## src/hw/rtl/cls_pkg.sv

```systemverilog
// ---------------------------------------------------------------------------
// cls_pkg
// Shared types and codes of the Cholesky solver controller and datapath.
// ---------------------------------------------------------------------------
package cls_pkg;

	localparam int DATA_W = 32;

	localparam logic [1:0] MD_FACT = 2'd0;
	localparam logic [1:0] MD_FWD  = 2'd1;
	localparam logic [1:0] MD_BACK = 2'd2;

	typedef struct packed {
		logic [1:0] mode;
		logic [2:0] i;
		logic [2:0] j;
		logic [2:0] k;
		logic       ld;
		logic       clr_acc;
		logic       rd_dot;
		logic       mul;
		logic       acc;
		logic       rd_base;
		logic       diff;
		logic       sqrt_go;
		logic       div_go;
		logic       wr_res;
		logic       out_ld;
		logic       out_err;
		logic       out_last;
	} cls_cmd_t;

	typedef struct packed {
		logic d_nonpos;
		logic den_nonpos;
		logic unit_done;
	} cls_sts_t;

endpackage

```

## src/hw/rtl/cls_ctrl.sv

```systemverilog
// ---------------------------------------------------------------------------
// cls_ctrl
// Solver sequencer: loads, factorization, diagonal check, forward and back
// substitution, result emission.
// ---------------------------------------------------------------------------
module cls_ctrl import cls_pkg::*; #(
	parameter int MAX_DIM = 8
) (
	input  logic       clk,
	input  logic       arst_n,
	input  logic       in_valid,
	output logic       in_stall,
	input  logic       opcode,
	input  logic       last,
	output logic       out_valid,
	input  logic       out_stall,
	input  logic       cfg_we,
	input  logic [3:0] cfg_wdata,
	output cls_cmd_t   cmd,
	input  cls_sts_t   sts
);

	localparam int NLIM = (MAX_DIM < 8) ? MAX_DIM : 8;

	localparam logic [3:0] S_IDLE = 4'd0;
	localparam logic [3:0] S_ELEM = 4'd1;
	localparam logic [3:0] S_DRD  = 4'd2;
	localparam logic [3:0] S_DMUL = 4'd3;
	localparam logic [3:0] S_DACC = 4'd4;
	localparam logic [3:0] S_BRD  = 4'd5;
	localparam logic [3:0] S_DIFF = 4'd6;
	localparam logic [3:0] S_EVAL = 4'd7;
	localparam logic [3:0] S_UNIT = 4'd8;
	localparam logic [3:0] S_WR   = 4'd9;
	localparam logic [3:0] S_CRD  = 4'd10;
	localparam logic [3:0] S_CCHK = 4'd11;
	localparam logic [3:0] S_EMIT = 4'd12;

	logic [3:0] state_q;
	logic [1:0] mode_q;
	logic [2:0] i_q;
	logic [2:0] j_q;
	logic [3:0] k_q;
	logic [3:0] dim_q;
	logic       pbad_q;
	logic       err_q;
	logic       ovld_q;

	logic [3:0] n;
	logic [2:0] nm1;
	logic       acc_in;
	logic       out_free;
	logic [3:0] lim;
	logic [3:0] k0;
	logic [3:0] k_nx;
	logic       diag;

	always_comb begin
		if (dim_q == 4'd0) begin
			n = 4'd1;
		end else if (dim_q > 4'(NLIM)) begin
			n = 4'(NLIM);
		end else begin
			n = dim_q;
		end
	end

	assign nm1      = 3'(n - 4'd1);
	assign in_stall = state_q != S_IDLE;
	assign acc_in   = in_valid & ~in_stall;
	assign out_free = ~ovld_q | ~out_stall;
	assign out_valid = ovld_q;
	assign diag     = i_q == j_q;
	assign k_nx     = k_q + 4'd1;

	always_comb begin
		case (mode_q)
			MD_FACT: begin
				lim = {1'b0, j_q};
				k0  = 4'd0;
			end
			MD_BACK: begin
				lim = n;
				k0  = {1'b0, i_q} + 4'd1;
			end
			default: begin
				lim = {1'b0, i_q};
				k0  = 4'd0;
			end
		endcase
	end

	always_comb begin
		cmd      = '0;
		cmd.mode = mode_q;
		cmd.i    = i_q;
		cmd.j    = j_q;
		cmd.k    = k_q[2:0];
		case (state_q)
			S_IDLE: cmd.ld = acc_in;
			S_ELEM: cmd.clr_acc = 1'b1;
			S_DRD:  cmd.rd_dot = 1'b1;
			S_DMUL: cmd.mul = 1'b1;
			S_DACC: cmd.acc = 1'b1;
			S_BRD:  cmd.rd_base = 1'b1;
			S_CRD:  cmd.rd_base = 1'b1;
			S_DIFF: cmd.diff = 1'b1;
			S_EVAL: begin
				cmd.sqrt_go = (mode_q == MD_FACT) & diag & ~sts.d_nonpos;
				cmd.div_go  = ~((mode_q == MD_FACT) & diag);
			end
			S_WR:   cmd.wr_res = 1'b1;
			S_EMIT: begin
				cmd.out_ld   = out_free;
				cmd.out_err  = err_q;
				cmd.out_last = i_q == nm1;
			end
			default: cmd.ld = 1'b0;
		endcase
	end

	always_ff @(posedge clk or negedge arst_n) begin
		if (!arst_n) begin
			state_q <= S_IDLE;
			mode_q  <= MD_FACT;
			i_q     <= '0;
			j_q     <= '0;
			k_q     <= '0;
			dim_q   <= 4'd8;
			pbad_q  <= 1'b0;
			err_q   <= 1'b0;
			ovld_q  <= 1'b0;
		end else begin
			if (cfg_we) begin
				dim_q <= cfg_wdata;
			end
			ovld_q <= cmd.out_ld | (ovld_q & out_stall);
			case (state_q)
				S_IDLE: begin
					if (acc_in && last) begin
						i_q <= '0;
						j_q <= '0;
						if (!opcode) begin
							pbad_q  <= 1'b0;
							mode_q  <= MD_FACT;
							state_q <= S_ELEM;
						end else begin
							err_q   <= pbad_q;
							mode_q  <= MD_FWD;
							state_q <= S_CRD;
						end
					end
				end
				S_ELEM: begin
					k_q     <= k0;
					state_q <= (k0 < lim) ? S_DRD : S_BRD;
				end
				S_DRD:  state_q <= S_DMUL;
				S_DMUL: state_q <= S_DACC;
				S_DACC: begin
					k_q     <= k_nx;
					state_q <= (k_nx < lim) ? S_DRD : S_BRD;
				end
				S_BRD:  state_q <= S_DIFF;
				S_DIFF: state_q <= S_EVAL;
				S_EVAL: begin
					if (mode_q == MD_FACT && diag && sts.d_nonpos) begin
						pbad_q  <= 1'b1;
						state_q <= S_IDLE;
					end else begin
						state_q <= S_UNIT;
					end
				end
				S_UNIT: begin
					if (sts.unit_done) begin
						state_q <= S_WR;
					end
				end
				S_WR: begin
					case (mode_q)
						MD_FACT: begin
							if (diag) begin
								if (i_q == nm1) begin
									state_q <= S_IDLE;
								end else begin
									i_q     <= i_q + 3'd1;
									j_q     <= '0;
									state_q <= S_ELEM;
								end
							end else begin
								j_q     <= j_q + 3'd1;
								state_q <= S_ELEM;
							end
						end
						MD_FWD: begin
							if (i_q == nm1) begin
								mode_q <= MD_BACK;
							end else begin
								i_q <= i_q + 3'd1;
							end
							state_q <= S_ELEM;
						end
						MD_BACK: begin
							if (i_q == 3'd0) begin
								state_q <= S_EMIT;
							end else begin
								i_q     <= i_q - 3'd1;
								state_q <= S_ELEM;
							end
						end
						default: state_q <= S_IDLE;
					endcase
				end
				S_CRD: state_q <= S_CCHK;
				S_CCHK: begin
					if (sts.den_nonpos) begin
						err_q <= 1'b1;
					end
					if (i_q == nm1) begin
						i_q <= '0;
						if (err_q || sts.den_nonpos) begin
							state_q <= S_EMIT;
						end else begin
							mode_q  <= MD_FWD;
							state_q <= S_ELEM;
						end
					end else begin
						i_q     <= i_q + 3'd1;
						state_q <= S_CRD;
					end
				end
				S_EMIT: begin
					if (out_free) begin
						if (i_q == nm1) begin
							state_q <= S_IDLE;
						end else begin
							i_q <= i_q + 3'd1;
						end
					end
				end
				default: state_q <= S_IDLE;
			endcase
		end
	end

endmodule

```

## config.mk

```make
export PLATFORM = sky130hd
export DESIGN_NAME = cls_ctrl
export DESIGN_NICKNAME = d
export VERILOG_FILES = /design/src/hw/rtl/cls_pkg.sv /design/src/hw/rtl/cls_ctrl.sv
export SDC_FILE = /design/constraint.sdc
export NUM_CORES = 1
export LEC_CHECK = 0
export ABC_AREA = 1
export CORE_MARGIN = 2
export CORE_UTILIZATION = 40
export CTS_BUF_LIST = sky130_fd_sc_hd__clkbuf_4
export DETAILED_ROUTE_END_ITERATION = 12
export DONT_BUFFER_PORTS = 1
export GPL_TIMING_DRIVEN = 0
export SLEW_MARGIN = 10
export SYNTH_ARGS = -nofsm -noshare
export SYNTH_HDL_FRONTEND = slang
export SYNTH_SLANG_ARGS = --single-unit
```

## constraint.sdc

```tcl
create_clock -name clk -period 2.81 [get_ports clk]
set_input_delay 0.281 -clock clk [delete_from_list [all_inputs] [get_ports clk]]
set_output_delay 0.281 -clock clk [all_outputs]
set_load 0.05 [all_outputs]
```

==> results.md, run 1 <==
- CP startpoint kind: flop
- Commonest non-fill, non-tap cell in the layout: nand2_1
- H-tree levels: 1
- Hold Crit Start: cfg_we
- Worst EP required: approximately 2.5 ns
- Final Hold Viols: 0
- Total global-route track usage: 0.187
- First-pass DRT Iterations: 4
- Die area: around 5700 sq um
- Routed Antenna Nets: 0
- RSZ-0062 raised after global routing: false
- R2R Setup Slk: roughly 0.26 ns
- Commonest cells after routing, fill and taps aside: nand2_1, inv_1, nor2_1
- Netlist cell types: between 40 and 50
- Dpl hpwl: between 4000 and 5000 um
- Mapped Area: roughly 2000 sq um
- FF+latch area: between 500 and 600 sq um
- Syn_area_per_cell: around 6.9 sq um
- VDD IR-drop max: between 0.6 and 0.7 mV
- Cts bufs inserted: 3
- CTS Root Cell: clkbuf_4
- Number of flops mapped to enable cells by yosys: 0
- Std cell rows: 25
- Post-synth ARST share: 1.00
- Relative slew margins: 0.326
- Core footprint: 4820 sq um
- Layout net count: between 300 and 400
- Multi-input logic area: roughly 1200 sq um
- Die extent in y: roughly 75 um
- Max FO, Critical Path: 7
- Worst skew pair latency: between 0.3 and 0.4 ns
- WL final: roughly 5000 um
- CP cell instances: nor2_1 -> inv_1 -> nor2_1 -> inv_1 -> nor2_2
- Hold Crit Class: input pin to flop
- CTS tree: yes
- YS warnings: 0
- CP endpoint: cmd[5]
- Fill cell count: 547
- Dpl ws: approximately 0.21 ns
- # IOs: 40
- Crit path launch: mode_q[0]
- Placed inst area: between 2000 and 2500 sq um
- Die extent in x: between 70 and 80 um
- Crit path buffers/inverters: 2
- Status: completed
- Area leader, netlist: dfrtp_1
- Pwr per Cell Area: around 1100 nW/um^2
- Cells after DPL: 360
- Number of port buffers: 0
- Grt total ovfl: 0
- Maximum root-to-sink buffer count: 2
- Final Non-Filler Cells: between 300 and 400
- Area growth, synth to finish: 8.42%
- Clk slew on worst S/H paths: 0.14 ns
- Fin area: roughly 2200 sq um
- Initial Utilization: 0.423
- Reg-to-Reg Start: i_q[0]
- FF-to-FF End: state_q[2]
- Antenna diodes: 0
- Leakage: about 1.1 nW
- Critical path depth in cells: 5
- Worst path slowest cell: dfrtp_1
- Final setup violation count: 0
- Period utilisation layout: 0.947
- Worst setup EP type: output port
- Largest net degree at the start of global routing: 24
- Pins over their slew limit: 0
- Clock period minus worst slack: between 2 and 3 ns
- Syn Inst Count: approximately 290
- Post-layout util: 0.458
- Global placement routability congestion: between 0.8 and 0.9
- Max capacitance violation total: 0
- Reg2Reg Depth: 11
- Leading cell types by total area after synthesis: dfrtp_1, nand2_1, ha_1, inv_1, nor2_1
- Share of layout cells above drive strength 1: 0.170
- Clock sink count: 23
- WL per Instance: roughly 14 um
- CP peak stage delay: slightly below 0.7 ns
- Fin worst setup slack: roughly 0.15 ns
- Initial drt markers: 62
- Worst slew pin tran: 1.00 ns
- DR vias: roughly 1900
- Vias per cell: around 5.1
- Post-synth net total: 320
- Register area share after synthesis: 0.283
- Crit path kind: flop to output port
- Synth top area share: 0.270
- Drt drc: 0
- Final clock skew: 0.00227 ns
- FF+latch count, synth: 23
- Top FF cell, synth: dfrtp_1
- Antenna violations before repair: 0
- Setup Buffers After CTS: 0
- Setup TNS: 0 ns
- Crit path max-delay family: simple AND/OR/NAND/NOR gates
- Critical Path AT: between 2 and 2.5 ns
- Total power: around 2.3 mW
- Max Fclk: between 0.3 and 0.4 GHz
- Fin Hold WS: between 0.04 and 0.05 ns
- Vias in the first global route: roughly 1800
- First-pass GRT wire length: 8070 um
worst register-to-register path: stages (launching register included):
cell and delay (ns):
dfrtp_1 0.81, inv_1 0.29, ha_1 0.38, nand2_1 0.13
inv_1 0.09, ha_1 0.28, nand2_1 0.07, nand2_1 0.04
nand2_1 0.05, nand2_1 0.07, a21oi_1 0.16, nand3b_1 0.09
layer usage:
metal  vias to the layer above  wire, um  GRT usage
li1                        964         -          -
met1                       884      2400      0.260
met2                        35      2370      0.300
met3                         7       188     0.0278
met4                         0        69     0.0585
met5                         -         0          0
Yosys cell counts, types with 5 or more instances:
library cell and n:
xnor2_1 5, ha_1 13, o211ai_1 5, a21oi_1 12
nor2_1 28, o21ai_0 13, nand3_1 18, inv_1 35
o21ai_1 8, dfrtp_1 22, nand2_1 73, inv_2 13
how the worst min path moves through the flow:
stage                           to  slack (ns)  depth (start not counted)
final                     dim_q[3]        0.05                          2
after global routing      dim_q[0]        0.02                          1
after CTS                 dim_q[3]        0.04                          2
after detailed placement    j_q[1]       -0.01                          0
after global placement      j_q[1]       -0.01                          0
after floorplan           dim_q[0]       -0.01                          0
cell type report:
cell class,count,area share
tap,67,0.0380
buffer,4,0.0153
timing repair buffer,3,0.0181
clock inverter,1,0.00227
inverter,51,0.0901
multi-input combinational,215,0.564
sequential,23,0.262
clock buffer,3,0.0102
logic make-up (layout without fill, tap and decap cells):
family | after synthesis | count (layout) | synth area share
DFF | 23 | 23 | 0.283
adders and majority gates | 13 | 13 | 0.0799
xor gates and xnor gates | 9 | 9 | 0.0387
AOI/OAI and AO/OA | 50 | 50 | 0.150
muxes | 2 | 2 | 0.0111
buffers and inverters | 55 | 62 | 0.114
and+or+nand+nor | 141 | 141 | 0.323
power by group:
part	switching [mW]	internal [mW]
Clock	0.114	0.0535
Combinational	1.06	0.447
Sequential	0.234	0.428
sequential cells by signal (all words and copies together), names as in the netlist:
name and cells:
j_q 3, k_q 4, i_q 3, out_valid 1, state_q 4, pbad_q 1, dim_q 4, mode_q 2
err_q 1
repair_timing:
item                       4_1_cts  5_1_grt
resized for setup                2        3
setup endpoints to repair        2        3
hold buffers                     3        0
pin swaps                        0        0
hold endpoints to repair        24        0
Note: power is estimated with default switching activity, not from simulation.
==> run 2: changes to the inputs <==
CORE_MARGIN = 3   (was 2)
SKIP_LAST_GASP = 1   (was not set)
==> run 2 against run 1 <==
Clock power up 2%. Die area up 5.4%. Total power up 0.17%. Global-route usage down 0.66 points. Register-to-register slack about the same. First-iteration DRC count down 19%. Largest power group unchanged. Non-clock buffer count unchanged. Combinational power about the same. Worst setup slack better by 0.030 ns. Core utilization down 0.16 points. Critical path type unchanged. Largest cell class unchanged.
==> results.md, run 2 (synthesis results as in run 1) <==
- Dpl ws: ~0.26 ns
- Global placement routability congestion: roughly 0.86
- Total power: 2.34 mW
- Initial Utilization: 0.423
- Maximum root-to-sink buffer count: 2
- # IOs: 40
- Leakage: about 1.1 nW
- Worst setup EP type: output port
- Fin worst setup slack: 0.179 ns
- First-pass GRT wire length: 8850 um
- Pins over their slew limit: 0
- Routed Antenna Nets: 0
- RSZ-0062 raised after global routing: false
- Worst skew pair latency: approximately 0.32 ns
- Clock sink count: 23
- Final setup violation count: 0
- Area growth, synth to finish: 8.05%
- Period utilisation layout: 0.936
- Crit path kind: flop to output port
- Worst slew pin tran: slightly above 1 ns
- Dpl hpwl: about 4000 um
- Share of layout cells above drive strength 1: 0.167
- Core footprint: slightly below 5000 sq um
- Relative slew margins: 0.320
- CTS Root Cell: clkbuf_4
- First-pass DRT Iterations: 4
- Total global-route track usage: 0.180
- Die extent in y: about 77 um
- Initial drt markers: 50
- Die area: ~6000 sq um
- VDD IR-drop max: between 0.5 and 0.6 mV
- Commonest non-fill, non-tap cell in the layout: nand2_1
- Max capacitance violation total: 0
- Commonest cells after routing, fill and taps aside: nand2_1, inv_1, nor2_1
- Setup TNS: 0 ns
- H-tree levels: 1
- Worst EP required: 2.53 ns
- CTS tree: yes
- Hold Crit Class: input pin to flop
- CP peak stage delay: 0.68 ns
- Die extent in x: around 77 um
- Std cell rows: 25
- Status: completed
- WL final: roughly 5000 um
- Setup Buffers After CTS: 0
- Antenna diodes: 0
- Vias in the first global route: around 1900
- CP startpoint kind: flop
- Drt drc: 0
- Clk slew on worst S/H paths: about 0.13 ns
- Largest net degree at the start of global routing: 24
- Final clock skew: 0.00494 ns
- Layout net count: about 330
- Grt total ovfl: 0
- Worst path slowest cell: dfrtp_1
- Max Fclk: ~0.38 GHz
- CP cell instances: nor2_1 -> inv_1 -> nor2_1 -> inv_1 -> nor2_2
- DR vias: ~1900
- Antenna violations before repair: 0
- Max FO, Critical Path: 7
- Clock period minus worst slack: 2.63 ns
- Number of port buffers: 0
- Cts bufs inserted: 3
- Final Hold Viols: 0
- Pwr per Cell Area: 1060 nW/um^2
- Largest regs: dim_q: 4 flops, k_q: 4 flops, state_q: 4 flops
- Vias per cell: slightly above 5
- Critical Path AT: around 2.4 ns
- WL per Instance: about 14 um
run 2: changes by cell type in the layout (fill, tap and decap cells not counted), sizes merged:
| cell | change |
|---|---|
| clkbuf | +1 |
| clkinv | -1 |
run 2: path summary, 6_finish.rpt:
kind / startpoint / endpoint / slack [ns] / depth (start not counted)
min in group asynchronous: arst_n / i_q[2] / 0.39 / 2
max reg2reg: i_q[0] / state_q[0] / 0.26 / 13
min reg2reg: dim_q[3] / dim_q[3] / 0.54 / 2
min: cfg_we / dim_q[0] / 0.05 / 1
max: mode_q[0] / cmd[5] / 0.18 / 5
max in group asynchronous: arst_n / dim_q[3] / 2.19 / 2
run 2: final cells by class:
class	instances	area, sq um
multi-input cells	215	1240
plain buffers	4	33.8
repair buffers	3	40.0
flip-flops and latches	23	577
clock buffers	4	30.0
fillers	549	2620
well taps	67	83.8
inverters	51	199
run 2: routing by layer:
metal / up-vias / track usage / part of all wire
li1: 956 / - / -
met1: 853 / 0.238 / 0.47
met2: 38 / 0.301 / 0.48
met3: 4 / 0.0394 / 0.047
met4: 0 / 0.0427 / 0.0085
met5: - / 0 / 0
run 2: what timing repair did:
action                                 in CTS  in global routing
hold buffers                                2                  1
endpoints found under the hold margin      23                  1
resized for setup                           2                  1
setup endpoints to repair                   2                  1
run 2: power by group:
group	internal, mW	switching, mW	leakage, nW
registers	0.426	0.235	0.298
logic	0.445	1.07	0.771
clock network	0.0653	0.106	0.0184
total	0.936	1.41	1.09
run 2: through the flow:
stage | utilization | instance area, sq um | hold slack [ns] | instances
after global routing | 0.457 | 2200 | 0.0255 | 367
after detailed placement | 0.440 | 2120 | -0.0139 | 360
after floorplan | - | 2040 | -0.0146 | 293
after global placement | 0.440 | 2120 | -0.0139 | 360
after CTS | 0.454 | 2180 | 0.00922 | 366
final | 0.457 | 2200 | 0.0457 | 367
run 2: critical path, delay by kind of cell (launching register included):
family	cells	cell delay [ns]
buf+inv	2	0.23
flops	1	0.68
simple gates	3	1.11
